**config.mk**
```make
export PLATFORM = sky130hd
export DESIGN_NAME = config_record_validator_unit_flat
export DESIGN_NICKNAME = d
export VERILOG_FILES = /design/src/rtl/core/crv_pkg.sv /design/src/rtl/core/crv_if.sv /design/src/rtl/core/config_record_validator_unit.sv /design/src/rtl/core/crv_datapath.sv /design/src/rtl/core/crv_ctrl.sv /design/src/flat_wrapper.sv
export SDC_FILE = /design/constraint.sdc
export NUM_CORES = 1
export LEC_CHECK = 0
export ABC_CLOCK_PERIOD_IN_PS = 12400
export BUFFER_PORTS_ARGS = -buffer_cell sky130_fd_sc_hd__buf_4
export CORE_AREA = 2 2 274 276
export DETAILED_ROUTE_END_ITERATION = 8
export DIE_AREA = 0 0 276 278
export GPL_ROUTABILITY_DRIVEN = 0
export SLEW_MARGIN = 20
export SYNTH_ARGS = -nofsm -noshare
export SYNTH_HDL_FRONTEND = slang
export SYNTH_SLANG_ARGS = --single-unit
```
**constraint.sdc**
```tcl
create_clock -name clock -period 12.4 [get_ports clock]
set_input_delay 3.72 -clock clock [delete_from_list [all_inputs] [get_ports clock]]
set_output_delay 3.72 -clock clock [all_outputs]
set_load 0.01 [all_outputs]
```
**src/rtl/core/crv_pkg.sv**
```systemverilog
// Package for the settings record validator: constants, status codes and
// the controller/datapath command and status structs. No dependencies.
`default_nettype none
package crv_pkg;
   localparam logic [31:0] CRC_POLY     = 32'hEDB88320;
   localparam logic [31:0] REC_MAGIC    = 32'h4D4B4346;
   localparam logic [31:0] REC_COMMIT   = 32'h434D4954;
   localparam logic [31:0] REC_RESERVED = 32'hFE000000;
   localparam logic [15:0] REC_WORDS    = 16'd8;
   localparam logic [2:0]  REC_CRC_IDX  = 3'd6;
   localparam logic [2:0]  REC_LAST_IDX = 3'd7;
   localparam logic [1:0]  NO_SLOT      = 2'd2;

   localparam logic [2:0] ST_OK       = 3'd0;
   localparam logic [2:0] ST_MAGIC    = 3'd1;
   localparam logic [2:0] ST_HEADER   = 3'd2;
   localparam logic [2:0] ST_CRC      = 3'd3;
   localparam logic [2:0] ST_RESERVED = 3'd4;
   localparam logic [2:0] ST_SETTINGS = 3'd5;
   localparam logic [2:0] ST_READ     = 3'd6;

   // controller -> datapath
   typedef struct packed {
      logic load;       // capture input word and run per-word checks
      logic crc_step;   // one CRC bit step
      logic div_start;  // start rounded division
      logic div_step;   // one division step
      logic finish;     // settle status, update selection, load output
      logic fail;       // read failure result
   } crv_cmd_type;

   // datapath -> controller
   typedef struct packed {
      logic [2:0] pos;
      logic       div_done;
   } crv_sts_type;

   typedef struct packed {
      logic [2:0]  record_status;
      logic        record_slot;
      logic [31:0] generation;
      logic [15:0] counts_per_rev;
      logic [15:0] cycles_per_rev;
      logic [15:0] zero_position;
      logic [15:0] observed_quarter;
      logic signed [15:0] quarter_error;
      logic signed [7:0]  direction;
      logic        alignment_valid;
      logic [1:0]  selected_slot;
      logic [1:0]  passed_slots;
   } crv_rsp_type;

   typedef struct packed {
      logic [31:0] word;
      logic        slot;
      logic        read_failed;
      logic        new_scan;
   } crv_req_type;
endpackage
`default_nettype wire

```
**src/rtl/core/crv_if.sv**
```systemverilog
// Valid/ready channel interfaces for request and response items.
// Depends on crv_pkg.
`default_nettype none
interface crv_req_if;
   logic                valid;
   logic                ready;
   crv_pkg::crv_req_type data;
   modport source (output valid, output data, input ready);
   modport sink   (input valid, input data, output ready);
endinterface

interface crv_rsp_if;
   logic                valid;
   logic                ready;
   crv_pkg::crv_rsp_type data;
   modport source (output valid, output data, input ready);
   modport sink   (input valid, input data, output ready);
endinterface
`default_nettype wire

```
**src/rtl/core/config_record_validator_unit.sv**
```systemverilog
// Top level of the settings record validator: schema register, controller
// and datapath. Depends on crv_pkg, crv_if, crv_ctrl and crv_datapath.
//
// Usage: feed the eight words of a record, in order, on the req channel,
// each with its slot, read-failure flag and new-scan flag. One rsp item
// comes out per record, after the commit word, or at once on a read failure.
// Words 0 to 5 each take a transfer and then 32 bit steps of the serial CRC
// unit; word 6 takes only the transfer. After word 7 the 17-step restoring
// divider runs, and then the result is loaded into the output register.
// A read failure gives its result in the next cycle.
// The csr_ port writes the expected schema version (reset value 1); write
// only while idle. Reset clears the record position, fault, CRC and slot
// selection. When the receiver stalls, the result is held in the output
// register; words are still accepted, but a read failure or the next
// finished record waits until the held result is taken.
`default_nettype none
module config_record_validator_unit (
   input  wire logic        clock,
   input  wire logic        reset,
   crv_req_if.sink          req,
   crv_rsp_if.source        rsp,
   input  wire logic        csr_write_enable,
   input  wire logic [15:0] csr_write_data
);
   import crv_pkg::*;

   logic [15:0] schema_ff;
   crv_cmd_type cmd;
   crv_sts_type sts;

   always_ff @(posedge clock) begin
      if (reset) schema_ff <= 16'd1;
      else if (csr_write_enable) schema_ff <= csr_write_data;
   end

   crv_ctrl u_ctrl (
      .clock(clock), .reset(reset),
      .req_valid(req.valid), .req_read_failed(req.data.read_failed),
      .req_ready(req.ready), .rsp_valid(rsp.valid), .rsp_ready(rsp.ready),
      .sts(sts), .cmd(cmd)
   );

   crv_datapath u_dp (
      .clock(clock), .reset(reset), .schema_version(schema_ff),
      .cmd(cmd), .sts(sts), .req(req.data), .rsp(rsp.data)
   );
endmodule
`default_nettype wire

```
**src/rtl/core/crv_datapath.sv**
```systemverilog
// Datapath: word capture, bit-serial CRC, restoring divider, settings check,
// slot selection and output register. Depends on crv_pkg.
`default_nettype none
module crv_datapath (
   input  wire logic                 clock,
   input  wire logic                 reset,
   input  wire logic [15:0]          schema_version,
   input  wire crv_pkg::crv_cmd_type cmd,
   output crv_pkg::crv_sts_type      sts,
   input  wire crv_pkg::crv_req_type req,
   output crv_pkg::crv_rsp_type      rsp
);
   import crv_pkg::*;

   logic [2:0]  pos_ff, pos_in;
   logic [31:0] crc_ff, crc_in;
   logic [7:0]  cbyte_ff, cbyte_in;   // remaining byte bits to xor in
   logic [4:0]  ccnt_ff, ccnt_in;     // CRC bit steps done in current word
   logic [31:0] cword_ff, cword_in;
   logic [2:0]  fault_ff, fault_in;
   logic [31:0] gen_ff, geo_ff, aln_ff, flg_ff;
   logic [31:0] gen_in, geo_in, aln_in, flg_in;
   logic [1:0]  csel_ff, csel_in;
   logic [31:0] cgen_ff, cgen_in;
   logic [1:0]  mask_ff, mask_in;
   logic        slot_ff, slot_in;
   logic [16:0] rem_ff, rem_in;
   logic [16:0] quo_ff, quo_in;
   logic [4:0]  dcnt_ff, dcnt_in;
   crv_rsp_type rsp_ff, rsp_in;

   // settings check operands
   logic [15:0] cpr, cyc, zero, oq;
   logic [17:0] den;
   logic [7:0]  dir;
   logic        aval, pre_ok, set_ok;
   logic [16:0] dividend, rem_sh;
   logic [17:0] rem_try;
   logic [17:0] err;
   logic        sel_upd;
   logic [31:0] gdiff;
   logic [2:0]  status;
   logic        crc_b;
   logic [2:0]  fnew;
   logic [2:0]  wfault;

   assign cpr  = geo_ff[15:0];
   assign cyc  = geo_ff[31:16];
   assign zero = aln_ff[15:0];
   assign oq   = aln_ff[31:16];
   assign dir  = flg_ff[23:16];
   assign aval = flg_ff[24];
   assign den  = {cyc, 2'b00};
   assign dividend = {1'b0, cpr} + {1'b0, den[16:1]};
   assign rem_sh  = {rem_ff[15:0], dividend[5'd16 - dcnt_ff]};
   assign rem_try = {1'b0, rem_sh} - den;

   always_comb begin
      pre_ok = 1'b1;
      if (cpr < 16'd8 || cyc == 16'd0) pre_ok = 1'b0;
      else if (den > {3'b000, cpr[15:1]}) pre_ok = 1'b0;
      set_ok = 1'b0;
      err = {2'b00, oq} - {1'b0, quo_ff};
      if (!pre_ok) set_ok = 1'b0;
      else if (!aval)
         set_ok = zero == 16'd0 && oq == 16'd0 && flg_ff[15:0] == 16'd0 && dir == 8'd0;
      else if (zero >= cpr || oq == 16'd0 || oq >= {1'b0, cpr[15:1]} ||
               (dir != 8'd1 && dir != 8'hFF))
         set_ok = 1'b0;
      else
         // error must fit 16 signed bits and equal the stored error
         set_ok = (err[17:15] == 3'b000 || err[17:15] == 3'b111) &&
                  err[15:0] == flg_ff[15:0];
   end

   always_comb begin
      wfault = ST_OK;
      case (pos_ff)
         3'd0: if (req.word != REC_MAGIC) wfault = ST_MAGIC;
         3'd1: if (req.word[31:16] != schema_version || req.word[15:0] != REC_WORDS)
                  wfault = ST_HEADER;
         3'd5: if ((req.word & REC_RESERVED) != 32'd0) wfault = ST_RESERVED;
         3'd6: if (req.word != ~crc_ff) wfault = ST_CRC;
         3'd7: if (req.word != REC_COMMIT) wfault = ST_MAGIC;
         default: wfault = ST_OK;
      endcase
      fnew = fault_ff;
      if (wfault != ST_OK && (fault_ff == ST_OK || wfault < fault_ff)) fnew = wfault;
   end

   assign status = (fault_ff == ST_OK && !set_ok) ? ST_SETTINGS : fault_ff;
   assign gdiff  = gen_ff - cgen_ff;
   assign crc_b  = crc_ff[0] ^ cbyte_ff[0];

   always_comb begin
      pos_in = pos_ff; crc_in = crc_ff; cbyte_in = cbyte_ff; ccnt_in = ccnt_ff;
      cword_in = cword_ff; fault_in = fault_ff; gen_in = gen_ff; geo_in = geo_ff;
      aln_in = aln_ff; flg_in = flg_ff; csel_in = csel_ff; cgen_in = cgen_ff;
      mask_in = mask_ff; slot_in = slot_ff; rem_in = rem_ff; quo_in = quo_ff;
      dcnt_in = dcnt_ff; rsp_in = rsp_ff; sel_upd = 1'b0;

      if ((cmd.load || cmd.fail) && pos_ff == 3'd0 && req.new_scan) begin
         csel_in = NO_SLOT; cgen_in = 32'd0; mask_in = 2'b00;
      end
      if (cmd.fail) begin
         rsp_in = '0;
         rsp_in.record_status = ST_READ;
         rsp_in.record_slot = req.slot;
         rsp_in.selected_slot = csel_in;
         rsp_in.passed_slots = mask_in;
         pos_in = 3'd0; crc_in = '1; fault_in = ST_OK;
      end else if (cmd.load) begin
         slot_in = req.slot;
         fault_in = fnew;
         cword_in = req.word;
         cbyte_in = req.word[7:0];
         ccnt_in = 5'd0;
         case (pos_ff)
            3'd2: gen_in = req.word;
            3'd3: geo_in = req.word;
            3'd4: aln_in = req.word;
            3'd5: flg_in = req.word;
            default: ;
         endcase
         if (pos_ff != REC_LAST_IDX) pos_in = pos_ff + 3'd1;
      end
      if (cmd.crc_step) begin
         crc_in = {1'b0, crc_ff[31:1]} ^ (crc_b ? CRC_POLY : 32'd0);
         ccnt_in = ccnt_ff + 5'd1;
         cbyte_in = {1'b0, cbyte_ff[7:1]};
         if (ccnt_ff[2:0] == 3'd7) begin
            case (ccnt_ff[4:3])
               2'd0: cbyte_in = cword_ff[15:8];
               2'd1: cbyte_in = cword_ff[23:16];
               2'd2: cbyte_in = cword_ff[31:24];
               default: cbyte_in = 8'd0;
            endcase
         end
      end
      if (cmd.div_start) begin
         rem_in = '0; quo_in = '0; dcnt_in = 5'd0;
      end else if (cmd.div_step) begin
         if (!rem_try[17]) begin
            rem_in = rem_try[16:0]; quo_in = {quo_ff[15:0], 1'b1};
         end else begin
            rem_in = rem_sh; quo_in = {quo_ff[15:0], 1'b0};
         end
         dcnt_in = dcnt_ff + 5'd1;
      end
      if (cmd.finish) begin
         if (status == ST_OK) begin
            mask_in = mask_ff | (slot_ff ? 2'b10 : 2'b01);
            if (csel_ff == NO_SLOT || (gdiff != 32'd0 && !gdiff[31])) sel_upd = 1'b1;
         end
         if (sel_upd) begin
            csel_in = {1'b0, slot_ff}; cgen_in = gen_ff;
         end
         rsp_in.record_status = status;
         rsp_in.record_slot = slot_ff;
         rsp_in.generation = gen_ff;
         rsp_in.counts_per_rev = cpr;
         rsp_in.cycles_per_rev = cyc;
         rsp_in.zero_position = zero;
         rsp_in.observed_quarter = oq;
         rsp_in.quarter_error = flg_ff[15:0];
         rsp_in.direction = dir;
         rsp_in.alignment_valid = aval;
         rsp_in.selected_slot = csel_in;
         rsp_in.passed_slots = mask_in;
         pos_in = 3'd0; crc_in = '1; fault_in = ST_OK;
      end
   end

   always_ff @(posedge clock) begin
      if (reset) begin
         pos_ff <= 3'd0; crc_ff <= '1; fault_ff <= ST_OK;
         gen_ff <= '0; geo_ff <= '0; aln_ff <= '0; flg_ff <= '0;
         csel_ff <= NO_SLOT; cgen_ff <= '0; mask_ff <= 2'b00;
         ccnt_ff <= 5'd0; dcnt_ff <= 5'd0;
      end else begin
         pos_ff <= pos_in; crc_ff <= crc_in; fault_ff <= fault_in;
         gen_ff <= gen_in; geo_ff <= geo_in; aln_ff <= aln_in; flg_ff <= flg_in;
         csel_ff <= csel_in; cgen_ff <= cgen_in; mask_ff <= mask_in;
         ccnt_ff <= ccnt_in; dcnt_ff <= dcnt_in;
      end
   end

   always_ff @(posedge clock) begin
      cbyte_ff <= cbyte_in; cword_ff <= cword_in; slot_ff <= slot_in;
      rem_ff <= rem_in; quo_ff <= quo_in; rsp_ff <= rsp_in;
   end

   assign sts.pos = pos_ff;
   assign sts.div_done = dcnt_ff == 5'd17;
   assign rsp = rsp_ff;
endmodule
`default_nettype wire

```
**src/rtl/core/crv_ctrl.sv**
```systemverilog
// Controller: sequences word load, 32 CRC bit steps, the 17-step divide and
// the result handshake. Depends on crv_pkg.
`default_nettype none
module crv_ctrl (
   input  wire logic                 clock,
   input  wire logic                 reset,
   input  wire logic                 req_valid,
   input  wire logic                 req_read_failed,
   output logic                      req_ready,
   output logic                      rsp_valid,
   input  wire logic                 rsp_ready,
   input  wire crv_pkg::crv_sts_type sts,
   output crv_pkg::crv_cmd_type      cmd
);
   import crv_pkg::*;

   localparam logic [2:0] S_IDLE = 3'd0;
   localparam logic [2:0] S_CRC  = 3'd1;
   localparam logic [2:0] S_DIVI = 3'd2;
   localparam logic [2:0] S_DIV  = 3'd3;
   localparam logic [2:0] S_FIN  = 3'd4;

   logic [2:0] state_ff, state_in;
   logic [4:0] cnt_ff, cnt_in;
   logic       vld_ff, vld_in;
   logic       take, last;

   // only a read failure needs the output register free at transfer time
   assign req_ready = state_ff == S_IDLE && (!vld_ff || rsp_ready || !req_read_failed);
   assign take = req_valid && req_ready;
   assign last = sts.pos == REC_LAST_IDX;
   assign rsp_valid = vld_ff;

   always_comb begin
      state_in = state_ff; cnt_in = cnt_ff; cmd = '0;
      vld_in = vld_ff && !rsp_ready;
      case (state_ff)
         S_IDLE: if (take) begin
            if (req_read_failed) begin
               cmd.fail = 1'b1; vld_in = 1'b1;
            end else begin
               cmd.load = 1'b1;
               cnt_in = 5'd0;
               if (sts.pos < REC_CRC_IDX) state_in = S_CRC;
               else if (last) state_in = S_DIVI;
            end
         end
         S_CRC: begin
            cmd.crc_step = 1'b1;
            cnt_in = cnt_ff + 5'd1;
            if (cnt_ff == 5'd31) state_in = S_IDLE;
         end
         S_DIVI: begin
            cmd.div_start = 1'b1; state_in = S_DIV;
         end
         S_DIV: begin
            if (sts.div_done) state_in = S_FIN;
            else cmd.div_step = 1'b1;
         end
         S_FIN: if (!vld_ff || rsp_ready) begin
            cmd.finish = 1'b1; vld_in = 1'b1; state_in = S_IDLE;
         end
         default: state_in = S_IDLE;
      endcase
   end

   always_ff @(posedge clock) begin
      if (reset) begin
         state_ff <= S_IDLE; cnt_ff <= 5'd0; vld_ff <= 1'b0;
      end else begin
         state_ff <= state_in; cnt_ff <= cnt_in; vld_ff <= vld_in;
      end
   end
endmodule
`default_nettype wire

```
**src/flat_wrapper.sv**
```systemverilog
// flat-port wrapper written by rule: the top's interface ports become plain ports
module config_record_validator_unit_flat import crv_pkg::*;
  (clock, reset, csr_write_enable, csr_write_data, req_valid, req_data, req_ready, rsp_valid, rsp_data, rsp_ready);
  crv_req_if req_i ();
  crv_rsp_if rsp_i ();
  input  wire logic clock;
  input  wire logic reset;
  input  wire logic csr_write_enable;
  input  wire logic [15:0] csr_write_data;
  input wire logic [$bits(req_i.valid)-1:0] req_valid;
  input wire logic [$bits(req_i.data)-1:0] req_data;
  output wire logic [$bits(req_i.ready)-1:0] req_ready;
  output wire logic [$bits(rsp_i.valid)-1:0] rsp_valid;
  output wire logic [$bits(rsp_i.data)-1:0] rsp_data;
  input wire logic [$bits(rsp_i.ready)-1:0] rsp_ready;
  assign req_i.valid = req_valid;
  assign req_i.data = req_data;
  assign req_ready = req_i.ready;
  assign rsp_valid = rsp_i.valid;
  assign rsp_data = rsp_i.data;
  assign rsp_i.ready = rsp_ready;
  config_record_validator_unit u_core (.clock(clock), .reset(reset), .req(req_i), .rsp(rsp_i), .csr_write_enable(csr_write_enable), .csr_write_data(csr_write_data));
endmodule
```
======== Yosys cells after proc, flatten, opt, wreduce, memory -nomap -nowiden ========
Cells that the tools add are included.
word-level totals
  bits in registers ....................... 433
  bits of input ports ..................... 56
  output and inout bits ................... 131
operators by class
  add/subtract/negate cells ............... 9
  order comparisons ....................... 7
  equal/unequal tests ..................... 34
  multiplexer cells ....................... 69
  bitwise logic cells ..................... 5
  reductions and logical operators ........ 60
operators with widths
  operator                                                                   count
  129-bit two-way mux                                                        2
  32-bit two-way mux                                                         6
  16-bit zero test                                                           4
  32-bit by 31-bit inequality test with 1-bit output, second input constant  2
  32-bit nonzero test                                                        2
  8-bit two-way mux                                                          4
  32-bit inequality test                                                     1
  32-bit inverter                                                            1
  32-bit subtractor                                                          1
  31-bit by 32-bit bitwise XOR with 32-bit output                            1
  3-bit case mux with 5 select lines                                         2
  1-bit two-way mux                                                          27
  3-bit two-way mux                                                          9
  5-bit two-way mux                                                          5
  8-bit case mux with 3 select lines                                         1
  3-bit == test, second input constant                                       7
  18-bit by 15-bit > comparator with 1-bit output                            1
  2-bit two-way mux                                                          9
  16-bit by 17-bit subtractor with 18-bit output                             1
  17-bit by 18-bit subtractor with 18-bit output                             1
  16-bit by 16-bit adder with 17-bit output                                  1
  16-bit == test                                                             1
  16-bit by 15-bit >= comparator with 1-bit output                           1
  16-bit >= comparator                                                       1
  other kinds (40)                                                           93

======== Logic depth before layout (Yosys ltp) ========
  depth in word-level cells ............... 15
  depth in mapped cells ................... 15
  depth with buffers taken out ............ 13

======== Cells and area by module ========
Synthesis repeated with hierarchy kept, for this count alone.
second synthesis, totals
  cells, all modules ...................... 2525
  area total of the unflattened synthesis .. 23324.9 um^2
modules (own cells, without submodules)
  module                        times used  cells an instance  area each (um^2)  seq. area each (um^2)
  crv_datapath                  1           2407               22190.0           9629.2
  config_record_validator_unit  1           52                 581.8             320.3
  crv_ctrl                      1           66                 553.0             180.2

======== Least setup slack after synthesis ========
Ideal clock, no wire load.
  path type ............................... in2out
  start point ............................. input port rsp_ready
  end point ............................... output port req_ready
  arrival ................................. 4.644 ns
  required time ........................... 8.680 ns
  slack ................................... 4.036 ns
  stages on the path ...................... 2
  buffers on the path ..................... 0
  cell sequence ........................... nor2b_1 -> a2111oi_0
between the ends
  cells in the longest elaborated chain, start to end .. 3
RTL lines
  item                            RTL line            source
  start, declared                 flat_wrapper.sv:15  input wire logic [$bits(rsp_i.ready)-1:0] rsp_ready;
  1-bit logical OR (2 in series)  crv_ctrl.sv:29      assign req_ready = state_ff == S_IDLE && (!vld_ff || rsp_ready || !req_read_failed);
  1-bit logical AND               crv_ctrl.sv:29
  end, declared                   flat_wrapper.sv:12  output wire logic [$bits(req_i.ready)-1:0] req_ready;
No other way between the ends.

======== Final worst setup path ========
Ends and elaborated chain as after synthesis.

==> results list <==
* Leak: 10.0 nW
* Final Skew: 0.0302 ns
- The cell that appears most often on the critical path is sky130_fd_sc_hd__buf_4.
* Count of port buffers added during placement: 186
- Number of enable flip-flop cells after synthesis: 162
* Latest clock arrival within the worst-skew pair: 0.60 ns
* Worst R2R Path Depth: 14
- In the post-route analysis, the smallest setup slack over all paths is 3.61 ns.
* Via count of the routed design: 19200
- After detailed routing, the number of remaining DRC violations is 15.
* F_max: 0.114 GHz
- Syn avg cell area: 8.97 um^2
* Main combinational cell family by area after synthesis: simple AND/OR/NAND/NOR gates
- Of the total synthesized cell area, the portion taken by AND, OR, NAND and NOR gates is 0.216.
- Reg2reg end: u_core.u_dp.rsp[2]$_DFFE_PP_
* Fill cell count: 7573
- Worst slew slack as a fraction of its limit: 0.272
* Global-route wire length before repair: 112 mm
- Syn Std Cell Area: 23400 um^2
* Count of state elements after synthesis: 425
- The final reports fail on design-rule violations.
* Final-layout worst hold slack: 0.455 ns
- Area share of the largest cell type after synthesis: 0.225
* Total detailed-routing wirelength: 74.0 mm
- For this run, the slowest stage of the critical path takes 0.88 ns.
- The clock drives 425 sinks.
* Cell area after layout: 27000 um^2
* Placed instance area: 25500 um^2
* Number of cells traversed by the worst hold path: 2
* Nets: 2895
* HPWL reported at the end of detailed placement: 52.7 mm
* Cells after DPL: 3619
- The die is 278 um tall.
- Max capacitance violation total: 0
- Drt initial violations: 1659
* Resized cells post-CTS: 0
- Cell variety after synth: 97
- For this run the aggregate overflow at the end of global routing stands at 0.
- Endpoint kind of the worst setup timing path: output port
* Final number of max-transition violations: 0
- Cells after Synth: 2609
* Via count normalized by instance count: 5.19
* Via count of the first global-routing pass: 18400
- The synthesized-area fraction occupied by ao, oa, aoi and oai cells was 0.140.
- The first detailed-routing pass ran for 7 iterations.
- Hold_sp: u_core.u_dp.rem_ff[1]$_SDFFE_PP0P_
* Top cell types by occurrence after synthesis: 362 x sky130_fd_sc_hd__nand2_1, 263 x sky130_fd_sc_hd__dfxtp_1, 244 x sky130_fd_sc_hd__a21oi_1, 172 x sky130_fd_sc_hd__nor2_1, 162 x sky130_fd_sc_hd__edfxtp_1
- The number of antenna diodes in the final layout is 0.
- Ordered list of cells on the worst path: buf_4 > nor2b_1 > a2111oi_0 > buf_4
* Fraction of final layout cells with drive strength greater than 1: 0.121
- The worst register-to-register path begins at u_core.u_dp.aln_ff[16]$_SDFFE_PP0P_.
* Filler-free cell count of the finished design: 3706
- Die outline width: 276 um
- Hold/Removal Path Class: register to register
- Entering global routing, the biggest net connects 119 pins.
* Total Neg Setup Slack: 0 ns
* Setup Crit Path Kind: input pin to output port
- The hold violation count in the final report was 0.
- The portion of synthesized area spent on multiplexers is 0.0378.
* Share of async-settable or async-resettable flops after synthesis: 0
- DP Worst Slack: 3.58 ns
* Family with the most delay on the worst path: compound AO/OA/AOI/OAI gates
* Data required, critical path: 8.68 ns
- Average routed wire per standard cell: 20.0 um
- Counting every net in the synthesized netlist gives 2805.
- The share of the Yosys chip area taken by registers is 0.433.
- The largest total area in the synthesized netlist belongs to sky130_fd_sc_hd__dfxtp_1.
- The flow ran to the end, but the final reports show violations.
- In the post-synthesis netlist, the biggest area contributors are sky130_fd_sc_hd__dfxtp_1 22%, sky130_fd_sc_hd__edfxtp_1 21%, sky130_fd_sc_hd__ha_1 7.3%.
* Count of buffering cells on the critical path with inverters included: 2
- By instance count, the leading cell after synthesis is sky130_fd_sc_hd__nand2_1.
* Unrepaired setup endpoints after global routing: false
- Total GRT Usage: 0.188
* Initial core utilization: 0.317
- Critical Path AT: 5.07 ns
- Maximum VDD drop: 0.0876 mV
- Kind of start point of the critical path: input pin
- CTS H-tree lvls: 2
- The most used flip-flop cell after synthesis is sky130_fd_sc_hd__dfxtp_1.
* Critical-path maximum fanout: 3
* Final critical-path share of the clock period: 0.709
* Bufs on Longest Clock Path: 3
- In this run the number of cells on the critical path is 4.
* Setup slack of the worst register-to-register path: 7.98 ns
- For this design, the CTS-stage hold fixing added 0 buffers.
* Top-level I/O count: 187
- In this run the remaining antenna-violating nets after routing total 0.
- The die covers 76700 um^2.
- Setup violations remaining at the end of the flow were counted as 0.
- Post-CTS Setup Inserts: 0
* Hold Crit Endpoint: u_core.u_dp.rem_ff[1]$_SDFFE_PP0P_
- Root buffer cell: sky130_fd_sc_hd__clkbuf_16
- For this design, the slowest cell found on the critical path is sky130_fd_sc_hd__a2111oi_0.
- Clk slew on worst S/H paths: 0.06 ns
* Antenna violations before repair: 3
- From synthesis to final layout, the design area changed by 15.5%.
- Placeable core area: 73800 um^2
- Area share of xor/xnor cells in the synthesized design: 0.0468
* Std cell rows: 100
* Min cycle time layout: 8.79 ns
- Total power density per cell area: 121 nW/um^2
- Num CTS Buffers: 47
* Adder-Cell Fraction of Synth Area: 0.0765
- Yosys warnings: 0
- Pin slew with the least headroom to its limit: 1.09 ns
- TritonCTS built the clock tree.
-- cell families (layout without fill, tap and decap cells) --
| group | after synthesis | count (layout) |
|---|---|---|
| compound gates | 533 | 533 |
| xor+xnor | 125 | 125 |
| fa+ha+maj | 141 | 141 |
| buf+inv | 283 | 411 |
| flops | 425 | 425 |
| mux | 86 | 86 |
| simple gates | 1016 | 1016 |
-- cell type report --
| cell class | count | area [um^2] | area share |
|---|---|---|---|
| inverter | 115 | 432 | 0.0160 |
| multi-input combinational | 1901 | 12100 | 0.449 |
| clock buffer | 56 | 1220 | 0.0451 |
| timing repair buffer | 209 | 1580 | 0.0583 |
| tap | 969 | 1210 | 0.0448 |
| clock inverter | 31 | 337 | 0.0124 |
| sequential | 425 | 10100 | 0.375 |
-- sequential cells by signal, indices dropped and copies added (netlist names), 3 cells and up --
name,cells
u_core.schema_ff,16
u_core.u_ctrl.cnt_ff,5
u_core.u_ctrl.state_ff,3
u_core.u_dp.aln_ff,32
u_core.u_dp.cbyte_ff,8
u_core.u_dp.ccnt_ff,5
u_core.u_dp.cgen_ff,32
u_core.u_dp.crc_ff,32
u_core.u_dp.cword_ff,24
u_core.u_dp.dcnt_ff,5
u_core.u_dp.fault_ff,3
u_core.u_dp.flg_ff,25
u_core.u_dp.gen_ff,32
u_core.u_dp.geo_ff,32
u_core.u_dp.pos_ff,3
u_core.u_dp.quo_ff,17
u_core.u_dp.rem_ff,16
u_core.u_dp.rsp,129
-- cells in the final DEF (no fill, tap or decap), drive strengths merged, types with 9 or more instances in the layout --
master,n
inv,117
nand3,54
a21o,24
nand2b,26
mux2i,76
nand2,362
dfxtp,263
nor2,172
clkbuf,56
buf,209
nor3,75
and3,16
ha,136
clkinv,19
nand4,44
or3,12
a211oi,16
nand3b,40
mux2,9
o31ai,11
edfxtp,162
nor3b,16
xnor2,51
nor2b,26
a21boi,9
nor4,33
o21a,15
or2b,21
o2111ai,9
xor2,74
a21oi,245
o211ai,14
o21ai,108
a31oi,15
and2,91
-- layer usage --
layer | track usage | share of wire | up-vias
met4 | 0.0678 | 0.038 | 6
li1 | - | - | 9374
met3 | 0.0424 | 0.071 | 159
met2 | 0.303 | 0.45 | 556
met5 | 0 | 0.00054 | -
met1 | 0.247 | 0.44 | 9128
-- metrics by stage --
| step | power (mW) | util |
|---|---|---|
| CTS | 3.29 | 0.366 |
| global route | 3.37 | 0.366 |
| global placement | 1.86 | 0.345 |
| finish | 3.26 | 0.366 |
| floorplan | 1.73 | - |
| detailed placement | 1.86 | 0.345 |
-- worst max-delay path by stage --
stage               startpoint   endpoint  slack (ns)
global placement     rsp_ready  req_ready        3.62
finish               rsp_ready  req_ready        3.61
global route         rsp_ready  req_ready        3.58
detailed placement   rsp_ready  req_ready        3.58
floorplan            rsp_ready  req_ready        4.04
CTS                  rsp_ready  req_ready        3.58
-- power by group --
group | internal [mW] | switching, mW | total [mW]
sequential | 1.50 | 0.0261 | 1.52
combinational | 0.114 | 0.193 | 0.307
clock | 0.831 | 0.603 | 1.43
-- worst register-to-register path, stage by stage (launching register included) --
cell and delay (ns):
sky130_fd_sc_hd__dfxtp_1 0.40, sky130_fd_sc_hd__inv_1 0.15, sky130_fd_sc_hd__ha_1 0.26, sky130_fd_sc_hd__fa_1 0.45, sky130_fd_sc_hd__nor2b_4 0.18, sky130_fd_sc_hd__o31ai_4 0.09
sky130_fd_sc_hd__a2111oi_2 0.48, sky130_fd_sc_hd__nor4_1 0.10, sky130_fd_sc_hd__a2111oi_2 0.38, sky130_fd_sc_hd__nand4_1 0.18, sky130_fd_sc_hd__nor4_2 0.40, sky130_fd_sc_hd__a31oi_2 0.31
sky130_fd_sc_hd__a221oi_4 0.28, sky130_fd_sc_hd__buf_4 0.35, sky130_fd_sc_hd__mux2i_1 0.26
Note: power is estimated with default switching activity, not from simulation.
